`config.mk`:
```
export PLATFORM = sky130hd
export DESIGN_NAME = v2dfp_cordic_cell
export DESIGN_NICKNAME = d
export VERILOG_FILES = /design/src/v2dfp_pkg.sv /design/src/v2dfp_cordic_cell.sv
export SDC_FILE = /design/constraint.sdc
export NUM_CORES = 1
export LEC_CHECK = 0
export BUFFER_PORTS_ARGS = -buffer_cell sky130_fd_sc_hd__clkbuf_2
export CAP_MARGIN = 20
export CORE_AREA = 5 5 253 255
export DETAILED_ROUTE_END_ITERATION = 10
export DIE_AREA = 0 0 258 260
export PLACE_DENSITY = 0.62
export SYNTH_ARGS = -nofsm -noshare
export SYNTH_HDL_FRONTEND = slang
export SYNTH_SLANG_ARGS = --single-unit
export TNS_END_PERCENT = 50
```
`constraint.sdc`:
```
create_clock -name clk -period 1.1 [get_ports clk]
set_clock_uncertainty 0.05 [all_clocks]
set_input_delay 0.055 -clock clk [delete_from_list [all_inputs] [get_ports clk]]
set_output_delay 0.055 -clock clk [all_outputs]
set_load 0.02 [all_outputs]
```
`src/v2dfp_pkg.sv`:
```
// Shared types, constants and helper functions for the 2-D fixed-point vector unit.
package v2dfp_pkg;

	typedef enum logic [3:0] {
		OP_ADD       = 4'd0,
		OP_SUB       = 4'd1,
		OP_SCALE     = 4'd2,
		OP_DIVIDE    = 4'd3,
		OP_NEGATE    = 4'd4,
		OP_ROTATE    = 4'd5,
		OP_NORMALIZE = 4'd6,
		OP_QUADRANT  = 4'd7,
		OP_MAGNITUDE = 4'd8,
		OP_ANGLE     = 4'd9,
		OP_DOT       = 4'd10
	} op_t;

	localparam logic [1:0] ST_OK   = 2'd0;
	localparam logic [1:0] ST_DIVZ = 2'd1;
	localparam logic [1:0] ST_SAT  = 2'd2;

	localparam logic [1:0] Q_NE = 2'd0;
	localparam logic [1:0] Q_NW = 2'd1;
	localparam logic [1:0] Q_SW = 2'd2;
	localparam logic [1:0] Q_SE = 2'd3;

	localparam int GUARD = 8;     // extra fraction bits inside CORDIC
	localparam int PS_SH = 30 - GUARD;
	localparam int XW    = 42;    // CORDIC x/y width
	localparam int AW    = 44;    // angle width, 30 fraction bits
	localparam int DW    = 34;    // divisor magnitude width
	localparam int SATW  = 72;    // headroom for pre-saturation values

	localparam logic signed [31:0]   KINV_Q30   = 32'sd652032874;
	localparam logic signed [AW-1:0] PI_Q30     = 44'sd3373259426;
	localparam logic signed [AW-1:0] HALFPI_Q30 = 44'sd1686629713;
	localparam logic signed [AW-1:0] TWOPI_Q30  = 44'sd6746518852;
	localparam logic signed [63:0]   PS_HALF    = 64'sd1 <<< (PS_SH - 1);
	localparam logic signed [SATW-1:0] HALF_G   = SATW'(1) <<< (GUARD - 1);
	localparam logic signed [SATW-1:0] S_MAX    = SATW'(32'sh7fff_ffff);
	localparam logic signed [SATW-1:0] S_MIN    = SATW'(32'sh8000_0000);

	typedef struct packed {
		logic signed [31:0] v;
		logic               ov;
	} sat_t;

	// per-item side data that rides along the whole pipeline
	typedef struct packed {
		op_t                op;
		logic signed [31:0] px;
		logic signed [31:0] py;
		logic signed [31:0] f;
		logic signed [31:0] rx;
		logic signed [31:0] ry;
		logic signed [31:0] rs;
		logic [1:0]         rq;
		logic               ovf;
		logic               dz;
		logic               vz;
		logic               negx;
		logic               negy;
	} ctx_t;

	function automatic sat_t sat32(input logic signed [SATW-1:0] v);
		sat_t r;
		r.ov = 1'b0;
		r.v  = v[31:0];
		if (v > S_MAX) begin
			r.ov = 1'b1;
			r.v  = S_MAX[31:0];
		end else if (v < S_MIN) begin
			r.ov = 1'b1;
			r.v  = S_MIN[31:0];
		end
		return r;
	endfunction

	function automatic logic [1:0] quad(input logic signed [31:0] x, input logic signed [31:0] y);
		logic [1:0] q;
		q = Q_NE;
		if (x > 0 && y >= 0) q = Q_NE;
		else if (x <= 0 && y > 0) q = Q_NW;
		else if (x < 0 && y <= 0) q = Q_SW;
		else if (x >= 0 && y < 0) q = Q_SE;
		return q;
	endfunction

	// arctan(2^-i) with 30 fraction bits
	function automatic logic [29:0] atan_q30(input int i);
		logic [29:0] r;
		case (i)
			0:  r = 30'd843314857;
			1:  r = 30'd497837829;
			2:  r = 30'd263043837;
			3:  r = 30'd133525159;
			4:  r = 30'd67021687;
			5:  r = 30'd33543516;
			6:  r = 30'd16775851;
			7:  r = 30'd8388437;
			8:  r = 30'd4194283;
			9:  r = 30'd2097149;
			10: r = 30'd1048576;
			11: r = 30'd524288;
			12: r = 30'd262144;
			13: r = 30'd131072;
			14: r = 30'd65536;
			15: r = 30'd32768;
			16: r = 30'd16384;
			17: r = 30'd8192;
			18: r = 30'd4096;
			19: r = 30'd2048;
			20: r = 30'd1024;
			21: r = 30'd512;
			22: r = 30'd256;
			23: r = 30'd128;
			24: r = 30'd64;
			25: r = 30'd32;
			26: r = 30'd16;
			27: r = 30'd8;
			28: r = 30'd4;
			29: r = 30'd2;
			30: r = 30'd1;
			default: r = 30'd0;
		endcase
		return r;
	endfunction

endpackage

```
`src/v2dfp_cordic_cell.sv`:
```
// One CORDIC micro-rotation cell, rotation or vectoring mode per item.
module v2dfp_cordic_cell #(
	parameter int SHIFT = 0
) (
	input  logic                           clk,
	input  logic                           arst_n,
	input  logic                           en,
	input  logic                           v_in,
	input  v2dfp_pkg::ctx_t                ctx_in,
	input  logic signed [v2dfp_pkg::XW-1:0] x_in,
	input  logic signed [v2dfp_pkg::XW-1:0] y_in,
	input  logic signed [v2dfp_pkg::AW-1:0] z_in,
	output logic                           v_q,
	output v2dfp_pkg::ctx_t                ctx_q,
	output logic signed [v2dfp_pkg::XW-1:0] x_q,
	output logic signed [v2dfp_pkg::XW-1:0] y_q,
	output logic signed [v2dfp_pkg::AW-1:0] z_q
);
	import v2dfp_pkg::*;

	localparam logic signed [AW-1:0] ATAN = AW'(atan_q30(SHIFT));

	logic              rot;
	logic              pos;
	logic signed [XW-1:0] xs, ys, xn, yn;
	logic signed [AW-1:0] zn;

	always_comb begin
		rot = (ctx_in.op == OP_ROTATE);
		// rotation turns by sign of z; vectoring drives y toward zero
		pos = rot ? !z_in[AW-1] : (y_in <= 0);
		xs  = x_in >>> SHIFT;
		ys  = y_in >>> SHIFT;
		if (pos) begin
			xn = x_in - ys;
			yn = y_in + xs;
			zn = z_in - ATAN;
		end else begin
			xn = x_in + ys;
			yn = y_in - xs;
			zn = z_in + ATAN;
		end
	end

	always_ff @(posedge clk or negedge arst_n) begin
		if (!arst_n) begin
			v_q <= 1'b0;
		end else if (en) begin
			v_q <= v_in;
		end
	end

	always_ff @(posedge clk) begin
		if (en) begin
			ctx_q <= ctx_in;
			x_q   <= xn;
			y_q   <= yn;
			z_q   <= zn;
		end
	end

endmodule

```
======== Yosys cells after proc, flatten, opt, wreduce, memory -nomap -nowiden ========
Cells that the tools add are included.
word-level totals
  input bits .............................. 335
  logic and storage cells ................. 29
  flip-flop bits (word level) ............. 332
cells by class
  mux-type cells .......................... 4
  equality and inequality tests ........... 1
  order comparisons ....................... 1
  reductions and logical operators ........ 1
  add/sub/neg operators ................... 5
operators with widths
  cell                      count
  $mux W42                  2
  $sub A42 B42 Y42          2
  $add A44 B31 Y44 const B  1
  $mux W44                  1
  $sub A44 B31 Y44 const B  1
  $add A42 B42 Y42          1
  $le A42 B1 Y1 const B     1
  $eq A4 B3 Y1 const B      1
  $logic_not A1 Y1          1
  $mux W1                   1

======== Longest topological paths before layout ========
  depth in word-level cells ............... 3
  depth in mapped cells ................... 19

======== Worst setup path after synthesis ========
OpenSTA, ideal clock, no wires.
  path type ............................... input -> register
  from .................................... input y_in[7] (netlist bit)
  to ...................................... register z_q[38] (netlist bit), data pin
  setup slack ............................. -3.671 ns
  path buffers ............................ 3
  library setup time ...................... 0.262 ns
  stages .................................. 18
  arrival ................................. 4.459 ns
  cells stage by stage .................... nor4_1 -> nand4_1 -> nor2_1 -> a41o_1 -> o21a_1 -> buf_2 -> clkbuf_1 -> buf_1 -> ha_1 -> a211oi_1 -> o21a_2 -> o22ai_1 -> o41a_1 -> a211oi_2 -> o21ai_1 -> a221oi_2 -> o21ai_1 -> xor2_1
on the way
  cells in the longest elaborated chain, start to end .. 3
RTL lines
  element               line                     text
  from (decl)           v2dfp_cordic_cell.sv:11  input logic signed [v2dfp_pkg::XW-1:0] y_in,
  $le A42 B1 Y1         v2dfp_cordic_cell.sv:31  pos = rot ? !z_in[AW-1] : (y_in <= 0);
  $mux W1               v2dfp_cordic_cell.sv:31
  $mux W44              v2dfp_cordic_cell.sv:34  if (pos) begin
  via zn[38]            v2dfp_cordic_cell.sv:26  logic signed [AW-1:0] zn;
  to (signal assigned)  v2dfp_cordic_cell.sv:58  z_q <= zn;
  to (decl)             v2dfp_cordic_cell.sv:17  output logic signed [v2dfp_pkg::AW-1:0] z_q
The timed path passes the listed nets, and every way through them passes these cells.
A chain may end at the register's enable or synchronous reset.

======== Worst setup path after layout ========
  from .................................... input y_in[3] (netlist bit)
  to ...................................... register z_q[42] (netlist bit), data pin
Same word-level chain as after synthesis.

==> flow_summary.json <==
{
  "p_leak_nw": 16.56,
  "area_delta_synth_final_pct": 82.15,
  "max-cap-violations": 0,
  "grt_pass1_wl_um": 144900,
  "critPathKind": "in2reg",
  "required_ps": 1380,
  "hold_depth": 2,
  "rows": 91,
  "worst_pin_slew_ps": 1039,
  "hold_buffers": 209,
  "clk_pin_slew_worst_paths_ps": 60,
  "ant_nets": 0,
  "drive_gt1_frac": 0.5214,
  "avgSynthCellArea_um2": 10.54,
  "wire_per_inst_um": 23.38,
  "ys_seq_area_frac": 0.4932,
  "vias": 22520,
  "cellPowerDensity_nw_per_um2": 1317,
  "p_int_mw": 31.67,
  "synth_area_um2": 20140,
  "initial_core_util": 0.3282,
  "worst_hold_slack_ps": -149.6,
  "drc": 0,
  "hold_end": "z_q[1]$_DFFE_PP_",
  "hold_viol_final": 2,
  "synth-seq-cells": 331,
  "synth_nets": 2416,
  "slew_headroom": 0.3072,
  "fin_nets": 4051,
  "first_global_vias": 23350,
  "cp.arrival_ps": 3720,
  "wirelength_um": 102300,
  "clock_path_buffers": 3,
  "crit_path_start_kind": "primary input",
  "cts_tree": "yes",
  "antenna_found_initial": 16,
  "violations": "negative hold slack, negative setup slack",
  "synth.top_cell.area_share": 0.4920,
  "seqPwrFrac": 0.340,
  "period_needed_ps": 3437,
  "fmax_ghz": 0.2909,
  "cts_root_buffer": "clkbuf_16",
  "r2r_start": "v_q$_DFFE_PN0P_",
  "cts-htree-levels": 2,
  "grtUsageTotal": 0.2865,
  "max-vdd-ir-drop_mv": 0.9672,
  "setup_viol": 457,
  "synth_flop_cell": "edfxtp_1",
  "power.switching_mw": 16.65,
  "die_y_um": 260,
  "synth-edff-count": 330,
  "timing.final.ws_setup_ps": -2337,
  "dp_cells": 4022,
  "maxSlewViolCount": 0,
  "cp_slowest_stage_delay_ps": 450,
  "cts_buffers": 39,
  "fin_area_um2": 36690,
  "synth.area.top_cells": "edfxtp_1, ha_1, a21oi_1",
  "synth_most_common_cell": "edfxtp_1",
  "io_pins": 667,
  "clockPowerShare": 0.271,
  "finalCritPeriodShare": 3.125,
  "grt_max_degree": 65,
  "reg2reg_slack_ps": 300,
  "fp.dieW_um": 258,
  "overflow": 0,
  "rr_worst_depth": 1,
  "fp.coreArea_um2": 61370,
  "synthTopCellsByCount": "edfxtp_1, a21oi_1, ha_1, inv_1, nor2_1",
  "crit_chain": "clkbuf_2 -> nor4_2 -> buf_4 -> nand4_1 -> buf_4 -> nor2_4 -> a41o_4 -> o21a_4 -> buf_12 -> fa_1 -> a211oi_2 -> o21a_2 -> o22ai_2 -> o41a_1 -> a211oi_2 -> o21ai_2 -> a221oi_4 -> o21a_1 -> xnor2_1",
  "worstHoldStart": "z_in[1]",
  "wl_met3_um": 7403,
  "synthArstFlopShare": 0.003021,
  "post-dp-hpwl_um": 78520,
  "yosys.area.top_type": "edfxtp_1",
  "placed_area_um2": 30300,
  "critPathCaptureType": "flip-flop",
  "clk_latency_ps": 560,
  "topRoutingLayerUsed": "met4",
  "cts_sinks": 331,
  "design.die.area_um2": 67080,
  "place.gp.congestion": 1.001,
  "crit_fanout": 9,
  "ys_warn_count": 0,
  "first_iter_violations": 1738,
  "first_pass_iters": 8,
  "vias_per_cell": 5.146,
  "fin_cells": 4377,
  "post_synth_num_cell_types": 82,
  "io_buffer_count": 666,
  "sw_frac_of_total": 0.3446,
  "hold_path.class": "in2reg",
  "status": "finished with violations",
  "power_frac_comb": 0.389,
  "wl_met2_um": 50840,
  "rsz0062_at_grt": "true",
  "slowest_stage": "fa_1",
  "postSynthCellCount": 1912,
  "worstReg2RegEnd": "v_q$_DFFE_PN0P_",
  "wl_met1_um": 37510
}
==> worst max path at each step <==
| stage | from | to | cells past startpoint |
|---|---|---|---|
| 2_1_floorplan | y_in[8] | z_q[38]$_DFFE_PP_ | 18 |
| 4_1_cts | y_in[33] | z_q[38]$_DFFE_PP_ | 19 |
| 6_report | y_in[3] | z_q[42]$_DFFE_PP_ | 19 |
| 3_5_place_dp | y_in[37] | z_q[38]$_DFFE_PP_ | 19 |
| 3_3_place_gp | y_in[37] | z_q[40]$_DFFE_PP_ | 21 |
| 5_1_grt | y_in[37] | z_q[38]$_DFFE_PP_ | 19 |
==> power groups by stage <==
stage | logic [mW] | clock network, mW | registers [mW]
final | 18.8 | 13.1 | 16.4
after global routing | 19.8 | 14.0 | 16.5
after CTS | 17.7 | 13.4 | 16.4
after detailed placement | 15.5 | 0 | 16.6
after global placement | 15.4 | 0 | 16.6
after floorplan | 5.35 | 0 | 18.4
==> logic make-up after synthesis <==
family | synth area share
flops | 0.4932
xor+xnor | 0.05261
simple gates | 0.1087
fa+ha+maj | 0.1065
mux | 0.008510
compound gates | 0.1897
buf+inv | 0.04081
==> final cells by class <==
type                       instances  area (um2)
multi-input combinational       1371       11780
timing repair buffer            1663       12130
inverter                         141       555.5
antenna                           10       25.02
tap                              790       988.4
clock inverter                    29       264.0
clock buffer                      42        1008
fill                            4974       24680
sequential                       331        9935
==> per-layer routing <==
layer | global-route usage | vias up
met1 | 0.3194 | 10920
met2 | 0.5084 | 949
met3 | 0.06515 | 265
met4 | 0.1556 | 0
li1 | - | 10390
met5 | 0 | -
==> critical path, delay by kind of cell <==
kind                     cells  cell delay, ps
AND/OR/NAND/NOR              3             160
AO/OA/AOI/OAI               10            2430
adder cells (fa/ha/maj)      1             450
buffers and inverters        4             540
XOR/XNOR                     1              80
==> cells in the final DEF, fill, tap and decap left out, types with 40 or more instances in the layout <==
master	instances
a21oi_1	167
xnor2_1	59
clkbuf_2	643
buf_6	68
a21oi_2	59
buf_4	698
clkbuf_16	40
edfxtp_1	330
inv_1	131
o21ai_0	81
a21o_1	51
dlygate4sd3_1	209
ha_1	129
nand2_1	97
nor2_1	117
==> registers in the layout, summed over array words and instances (netlist names) <==
name,cells
ctx_q,203
z_q,44
x_q,42
y_q,41
v_q,1
==> stage by stage <==
stage | util | worst slack [ps] | TNS, ps | total power [mW] | hold WS, ps
after CTS | 0.5808 | -2355 | -219770 | 47.50 | -178.9
after global placement | 0.4936 | -3100 | -272430 | 32.03 | -219.4
after detailed placement | 0.4936 | -3166 | -278810 | 32.09 | -218.6
final | 0.5979 | -2337 | -216130 | 48.32 | -149.6
after global routing | 0.5977 | -2542 | -240190 | 50.30 | -165.0
after floorplan | - | -2419 | -164320 | 23.72 | -290.6
==> timing repair <==
item	4_1_cts	5_1_grt
gates resized for setup	321	199
buffers inserted	36	34
pin swaps	93	116
endpoints found under the hold margin	289	2
setup endpoints to repair	457	457
gates cloned	8	0
Power figures use the tool's default switching activity.
