==> src/v2dfp_pkg.sv <==
// Shared types, constants and helper functions for the 2-D fixed-point vector unit.
package v2dfp_pkg;

	typedef enum logic [3:0] {
		OP_ADD       = 4'd0,
		OP_SUB       = 4'd1,
		OP_SCALE     = 4'd2,
		OP_DIVIDE    = 4'd3,
		OP_NEGATE    = 4'd4,
		OP_ROTATE    = 4'd5,
		OP_NORMALIZE = 4'd6,
		OP_QUADRANT  = 4'd7,
		OP_MAGNITUDE = 4'd8,
		OP_ANGLE     = 4'd9,
		OP_DOT       = 4'd10
	} op_t;

	localparam logic [1:0] ST_OK   = 2'd0;
	localparam logic [1:0] ST_DIVZ = 2'd1;
	localparam logic [1:0] ST_SAT  = 2'd2;

	localparam logic [1:0] Q_NE = 2'd0;
	localparam logic [1:0] Q_NW = 2'd1;
	localparam logic [1:0] Q_SW = 2'd2;
	localparam logic [1:0] Q_SE = 2'd3;

	localparam int GUARD = 8;     // extra fraction bits inside CORDIC
	localparam int PS_SH = 30 - GUARD;
	localparam int XW    = 42;    // CORDIC x/y width
	localparam int AW    = 44;    // angle width, 30 fraction bits
	localparam int DW    = 34;    // divisor magnitude width
	localparam int SATW  = 72;    // headroom for pre-saturation values

	localparam logic signed [31:0]   KINV_Q30   = 32'sd652032874;
	localparam logic signed [AW-1:0] PI_Q30     = 44'sd3373259426;
	localparam logic signed [AW-1:0] HALFPI_Q30 = 44'sd1686629713;
	localparam logic signed [AW-1:0] TWOPI_Q30  = 44'sd6746518852;
	localparam logic signed [63:0]   PS_HALF    = 64'sd1 <<< (PS_SH - 1);
	localparam logic signed [SATW-1:0] HALF_G   = SATW'(1) <<< (GUARD - 1);
	localparam logic signed [SATW-1:0] S_MAX    = SATW'(32'sh7fff_ffff);
	localparam logic signed [SATW-1:0] S_MIN    = SATW'(32'sh8000_0000);

	typedef struct packed {
		logic signed [31:0] v;
		logic               ov;
	} sat_t;

	// per-item side data that rides along the whole pipeline
	typedef struct packed {
		op_t                op;
		logic signed [31:0] px;
		logic signed [31:0] py;
		logic signed [31:0] f;
		logic signed [31:0] rx;
		logic signed [31:0] ry;
		logic signed [31:0] rs;
		logic [1:0]         rq;
		logic               ovf;
		logic               dz;
		logic               vz;
		logic               negx;
		logic               negy;
	} ctx_t;

	function automatic sat_t sat32(input logic signed [SATW-1:0] v);
		sat_t r;
		r.ov = 1'b0;
		r.v  = v[31:0];
		if (v > S_MAX) begin
			r.ov = 1'b1;
			r.v  = S_MAX[31:0];
		end else if (v < S_MIN) begin
			r.ov = 1'b1;
			r.v  = S_MIN[31:0];
		end
		return r;
	endfunction

	function automatic logic [1:0] quad(input logic signed [31:0] x, input logic signed [31:0] y);
		logic [1:0] q;
		q = Q_NE;
		if (x > 0 && y >= 0) q = Q_NE;
		else if (x <= 0 && y > 0) q = Q_NW;
		else if (x < 0 && y <= 0) q = Q_SW;
		else if (x >= 0 && y < 0) q = Q_SE;
		return q;
	endfunction

	// arctan(2^-i) with 30 fraction bits
	function automatic logic [29:0] atan_q30(input int i);
		logic [29:0] r;
		case (i)
			0:  r = 30'd843314857;
			1:  r = 30'd497837829;
			2:  r = 30'd263043837;
			3:  r = 30'd133525159;
			4:  r = 30'd67021687;
			5:  r = 30'd33543516;
			6:  r = 30'd16775851;
			7:  r = 30'd8388437;
			8:  r = 30'd4194283;
			9:  r = 30'd2097149;
			10: r = 30'd1048576;
			11: r = 30'd524288;
			12: r = 30'd262144;
			13: r = 30'd131072;
			14: r = 30'd65536;
			15: r = 30'd32768;
			16: r = 30'd16384;
			17: r = 30'd8192;
			18: r = 30'd4096;
			19: r = 30'd2048;
			20: r = 30'd1024;
			21: r = 30'd512;
			22: r = 30'd256;
			23: r = 30'd128;
			24: r = 30'd64;
			25: r = 30'd32;
			26: r = 30'd16;
			27: r = 30'd8;
			28: r = 30'd4;
			29: r = 30'd2;
			30: r = 30'd1;
			default: r = 30'd0;
		endcase
		return r;
	endfunction

endpackage

==> src/v2dfp_div_cell.sv <==
// One restoring-division cell: one quotient bit per lane per cycle while en is high, x and y lanes.
module v2dfp_div_cell #(
	parameter int QW = 48
) (
	input  logic                        clk,
	input  logic                        arst_n,
	input  logic                        en,
	input  logic                        v_in,
	input  v2dfp_pkg::ctx_t             ctx_in,
	input  logic [QW-1:0]               accx_in,
	input  logic [QW-1:0]               accy_in,
	input  logic [v2dfp_pkg::DW-1:0]    remx_in,
	input  logic [v2dfp_pkg::DW-1:0]    remy_in,
	input  logic [v2dfp_pkg::DW-1:0]    dv_in,
	output logic                        v_q,
	output v2dfp_pkg::ctx_t             ctx_q,
	output logic [QW-1:0]               accx_q,
	output logic [QW-1:0]               accy_q,
	output logic [v2dfp_pkg::DW-1:0]    remx_q,
	output logic [v2dfp_pkg::DW-1:0]    remy_q,
	output logic [v2dfp_pkg::DW-1:0]    dv_q
);
	import v2dfp_pkg::*;

	logic [DW:0]   tx, ty, dext;
	logic          gex, gey;
	logic [DW-1:0] rxn, ryn;

	// accumulator shifts dividend bits out the top and quotient bits in the bottom
	always_comb begin
		dext = {1'b0, dv_in};
		tx   = {remx_in, accx_in[QW-1]};
		ty   = {remy_in, accy_in[QW-1]};
		gex  = (tx >= dext);
		gey  = (ty >= dext);
		rxn  = gex ? DW'(tx - dext) : DW'(tx);
		ryn  = gey ? DW'(ty - dext) : DW'(ty);
	end

	always_ff @(posedge clk or negedge arst_n) begin
		if (!arst_n) begin
			v_q <= 1'b0;
		end else if (en) begin
			v_q <= v_in;
		end
	end

	always_ff @(posedge clk) begin
		if (en) begin
			ctx_q  <= ctx_in;
			accx_q <= {accx_in[QW-2:0], gex};
			accy_q <= {accy_in[QW-2:0], gey};
			remx_q <= rxn;
			remy_q <= ryn;
			dv_q   <= dv_in;
		end
	end

endmodule

==> config.mk <==
export PLATFORM = sky130hd
export DESIGN_NAME = v2dfp_div_cell
export DESIGN_NICKNAME = d
export VERILOG_FILES = /design/src/v2dfp_pkg.sv /design/src/v2dfp_div_cell.sv
export SDC_FILE = /design/constraint.sdc
export NUM_CORES = 1
export LEC_CHECK = 0
export ABC_AREA = 1
export BUFFER_PORTS_ARGS = -buffer_cell sky130_fd_sc_hd__buf_2
export CAP_MARGIN = 20
export CORE_AREA = 2 2 317 319
export DETAILED_ROUTE_END_ITERATION = 6
export DIE_AREA = 0 0 319 321
export PLACE_DENSITY = 0.4
export RECOVER_POWER = 25
export SLEW_MARGIN = 20
export SYNTH_ARGS = -nofsm -noshare
export SYNTH_HDL_FRONTEND = slang
export SYNTH_SLANG_ARGS = --single-unit
==> constraint.sdc <==
create_clock -name clk -period 1.15 [get_ports clk]
set_input_delay 0 -clock clk [delete_from_list [all_inputs] [get_ports clk]]
set_output_delay 0 -clock clk [all_outputs]
set_load 0.01 [all_outputs]
; Yosys cells after proc, flatten, opt, wreduce, memory -nomap -nowiden
; Cells that the tools add are included.
[totals]
ff_bits = 402
input_bits = 405
wordCells = 25
[op_classes]
add_sub_neg = 2
order_cmp = 2
mux = 2
[ops]
columns = operator, count
row1 = 35-bit by 34-bit >= comparator with 1-bit output, 2
row2 = 34-bit 2-to-1 mux, 2
row3 = 34-bit subtractor, 2

; Longest topological paths before layout
[depth]
ltp_word = 2
ltp_mapped = 16
depth_no_buf = 15

; Worst setup path before layout
; OpenSTA, ideal clock, no wires.
[synth_timing]
kind = input -> register
startpoint = input port accy_in[47]
endpoint = register remy_q[20] (netlist bit) (data pin)
setup_time_ns = 0.253
arrival_ns = 1.491
required_time_ns = 0.897
slack_ns = -0.594
path_stages = 14
path_buffers = 0
path_cell_list = inv_1 -> ha_1 -> inv_1 -> fa_1 -> nand3_1 -> nand3_1 -> nand2_1 -> nand2_1 -> nand2_1 -> nand2_1 -> nand3_1 -> nand3b_1 -> nand3_1 -> nand2_1
[synth_between]
elab_chain_len = 2
[synth_lines]
columns = element, line_no
row1 = from (decl), v2dfp_div_cell.sv:11  ; input logic [QW-1:0] accy_in,
row2 = 34-bit subtractor or 35-bit by 34-bit >= comparator with 1-bit output (tied branches), "v2dfp_div_cell.sv:37, v2dfp_div_cell.sv:35"
row3 = 34-bit 2-to-1 mux *, v2dfp_div_cell.sv:37  ; ryn = gey ? DW'(ty - dext) : DW'(ty);
row4 = net ryn[20], v2dfp_div_cell.sv:27  ; logic [DW-1:0] rxn, ryn;
row5 = to (signal assigned), v2dfp_div_cell.sv:54  ; remy_q <= ryn;
row6 = to (decl), v2dfp_div_cell.sv:20  ; output logic [v2dfp_pkg::DW-1:0] remy_q,
; The timed path passes the listed nets; every way through them passes the cells marked *.
; A chain may end at the register's enable or synchronous reset.

; Worst setup path in the final report
[layout_timing]
startpoint = input port dv_in[13] (netlist bit)
endpoint = register remx_q[20] (netlist bit) (data pin)
[layout_between]
elab_chain_len = 2
[layout_lines]
columns = element, line_no
row1 = from (decl), v2dfp_div_cell.sv:14  ; input logic [v2dfp_pkg::DW-1:0] dv_in,
row2 = 34-bit subtractor or 35-bit by 34-bit >= comparator with 1-bit output (tied branches), "v2dfp_div_cell.sv:36, v2dfp_div_cell.sv:34"
row3 = 34-bit 2-to-1 mux *, v2dfp_div_cell.sv:36  ; rxn = gex ? DW'(tx - dext) : DW'(tx);
row4 = net rxn[20], v2dfp_div_cell.sv:27
row5 = to (signal assigned), v2dfp_div_cell.sv:53  ; remx_q <= rxn;
row6 = to (decl), v2dfp_div_cell.sv:19  ; output logic [v2dfp_pkg::DW-1:0] remx_q,
; Marked as above.

==> flow_metrics.tcl <==
set metrics [dict create \
    worst_path_maximum_fanout 6 \
    finalCoreUtilization 0.344 \
    holdWs_ps -16.1 \
    endpoint_kind "flop" \
    cts_tree "done" \
    cts-buffers-inserted 50 \
    floorplan.io_pins 807 \
    routed_wire_length_per_instance_um 19.9 \
    yosys-top-cells-count "576 x nand2_1, 401 x edfxtp_1, 218 x inv_1, 107 x nor2_1, 70 x nand3_1" \
    synth_fa_ha_area_frac 0.0494 \
    cts.reportedPaths.clkPinSlew_ps 60 \
    worstPathCellList "buf_2 > inv_4 > buf_4 > ha_4 > nand2_4 > nor2_4 > nand3_2 > nor3_4 > a21oi_4 > buf_6 > nand2_8 > inv_12 > clkbuf_16 > nand2_2 > nand2_1" \
    cp-start-kind "input pin" \
    mapped_cell_area_um2 18000 \
    synth_area_per_cell_um2 10.9 \
    synth_ff_type "edfxtp_1" \
    critical-path-top-delay-family "simple AND/OR/NAND/NOR gates" \
    clock_sinks 402 \
    netlist.area_leader.share 0.667 \
    clock_latency_ps 610 \
    combinational_family_with_the_most_area_after_synthesis "simple AND/OR/NAND/NOR gates" \
    nNetsFinal 3719 \
    worstPathRequired_ps 1520 \
    synth_compound_area_frac 0.0244 \
    synth_sequential_area_ratio 0.669 \
    post_synth_mux_area_share 0.000624 \
    violations "hold timing, setup timing" \
    cap_violations 0 \
    netlist-cell-type-count 32 \
    first_global_vias 18400 \
    drc 0 \
    rsz0062_at_grt "true" \
    detailed_place_hpwl_mm 73.0 \
    ys_seq_elements 402 \
    worst_clock_skew_ps 0 \
    timing.final.crit_period_ps 1480 \
    rows 116 \
    design.die.area_um2 102000 \
    fin_setup_tns_ps -22020 \
    die_h_um 321 \
    timing.critical_path.arrival_ps 1850 \
    ctsHtreeMaxLevel 2 \
    area.growth.synth_to_final_pct 89.3 \
    design_power_total_mw 45.6 \
    max_freq_mhz 675 \
    wirelength_mm 91.4 \
    core-area_um2 99300 \
    cts_max_path_buffers 3 \
    grt_start_max_net_pins 37 \
    grt_pass1_wl_mm 126 \
    ys_async_sr_fraction 0.00249 \
    synth_most_common_cell "nand2_1" \
    post-route-worst-setup-slack_ps -331 \
    gp_routability_congestion 0.856 \
    synth-xor-area-share 0.0175 \
    power.density_nw_per_um2 1340 \
    detail-route-antenna-nets 0 \
    cp_slowest_stage_delay_ps 300 \
    global_route.usage.total 0.171 \
    final-setup-viol-count 129 \
    syn_nets 2123 \
    yosys.area_share.simple 0.184 \
    first_pass_iters 5 \
    yosys_warnings 0 \
    post-route-cell-area_um2 34100 \
    crit_path_top_delay_cell "ha_4" \
    place_area_um2 26500 \
    area_leader_netlist "edfxtp_1" \
    min-delay-path-class "in -> reg" \
    first_iter_violations 836 \
    number_of_instances_in_the_synthesized_netlist 1648 \
    avgViaCountPerCell 3.88 \
    outcome "complete, but fails checks" \
    final-max-slew-violation-count 0 \
    power.leakage_nw 15.7 \
    gr-total-overflow 0 \
    antenna_violations_before_repair 17 \
    worst_voltage_drop_across_the_vdd_grid_uv 1080 \
    dieWidth_um 319 \
    transition_time_at_the_pin_with_the_least_slew_margin_ps 345 \
    number_of_buffers_inserted_by_port_buffering 806 \
    clockRootBuffer "clkbuf_16" \
    hold_viol_final 1 \
    vias 17800 \
    post_route_cells_drive_above_1_share 0.460 \
    floorplan.initialDensity 0.182 \
    number_of_enable_type_register_cells_in_the_synthesized_netlist 401 \
    number_of_buffer_and_inverter_stages_on_the_critical_path 6 \
    post-place-ws_ps -1160 \
    final.period_utilization 1.29 \
    netlist_top_cells_area "edfxtp_1 67%, nand2_1 12%, ha_1 4.7%" \
    slew-limit-headroom 0.768 \
    worst_setup_path_class "in -> reg" \
]
[layer usage]
metal  vias to the layer above  global-route usage  routed length [µm]
li1                       8662                   -                   -
met1                      8366               0.189               34800
met2                       600               0.317               47500
met3                       141              0.0399                5540
met4                        14              0.0594                3490
met5                         -                   0                  96
[power breakdown]
group	leakage, nW	total [mW]	switching (mW)	internal (mW)
Sequential	3.93	18.3	0.538	17.7
Clock	0.813	16.4	6.64	9.76
Combinational	11.0	11.0	5.64	5.33
[stage by stage]
stage / hold WS, ps / instances
4_1_cts: -403 / 4568
5_1_grt: -4.52 / 4583
3_3_place_gp: -220 / 4056
3_5_place_dp: -219 / 4056
2_1_floorplan: -296 / 1648
6_report: -16.1 / 4586
[flip-flops by register name, summed over array words and instances, names as in the netlist]
register,flops
accx_q,48
accy_q,48
ctx_q,203
dv_q,34
remx_q,34
remy_q,34
v_q,1
[logic make-up (layout without fill, tap and decap cells)]
logic type | Yosys count | after routing
and+or+nand+nor | 809 | 810
DFF | 402 | 402
buffers and inverters | 246 | 1881
AOI/OAI and AO/OA | 84 | 84
adders and majority gates | 70 | 70
xor gates and xnor gates | 36 | 36
muxes | 1 | 1
other | 0 | 4
[final cells by class]
cell class | count | area [µm²]
fillers | 10300 | 65100
flip-flops and latches | 402 | 12100
repair buffers | 1555 | 11500
multi-input cells | 1001 | 6320
well taps | 1298 | 1620
clock buffers | 66 | 1330
inverters | 234 | 916
clock inverters | 26 | 335
diodes | 4 | 10.0
[worst min-delay path, stage by stage]
cell	delay [ps]
buf_2	160
fa_2	220
nand2_1	50
nand2_1	60
[repair_timing]
item,4_1_cts,5_1_grt
pin swaps,41,29
gates resized for setup,247,191
gates cloned,3,1
setup buffers,21,4
endpoints found under the hold margin,495,8
setup endpoints to repair,461,463
hold buffers,398,9
[path summary, 6_finish.rpt]
kind	startpoint	endpoint	slack [ps]	cells after the start
min in group asynchronous	arst_n	v_q$_DFFE_PN0P_	380	3
max in group asynchronous	arst_n	v_q$_DFFE_PN0P_	660	3
worst max-delay path	dv_in[13]	remx_q[20]$_DFFE_PP_	-330	15
worst min-delay path	remy_in[0]	remy_q[1]$_DFFE_PP_	-20	4
worst max register to register	v_q$_DFFE_PN0P_	v_q$_DFFE_PN0P_	400	1
worst min register to register	v_q$_DFFE_PN0P_	v_q$_DFFE_PN0P_	530	1
[cells in the final DEF (no fill, tap or decap), types with 4 or more instances in the layout]
cell	Yosys	layout
nor2_4	1	11
edfxtp_1	401	401
o21ai_1	2	6
nor2_1	107	77
ha_4	0	44
diode_2	0	4
nand2_1	576	466
nor2_2	7	27
inv_1	218	194
inv_2	14	32
o21bai_1	4	4
nand3b_1	14	14
clkbuf_1	0	19
dlygate4sd3_1	0	407
a21oi_2	2	13
nor3_1	9	5
o21ai_2	0	4
buf_4	6	306
clkinv_2	0	7
nand3_1	70	55
nand3_4	0	5
buf_12	0	22
ha_1	68	21
xor2_1	32	31
clkinvlp_4	0	5
nand4_1	7	7
a21oi_1	53	40
clkinv_1	0	5
nand3_2	2	12
inv_6	0	5
xnor2_1	4	4
clkbuf_16	0	52
nand2_4	2	27
o21ai_0	22	14
bufinv_16	0	7
buf_2	0	724
nand2_2	10	95
buf_6	6	87
Note: power is estimated with default switching activity, not from simulation.
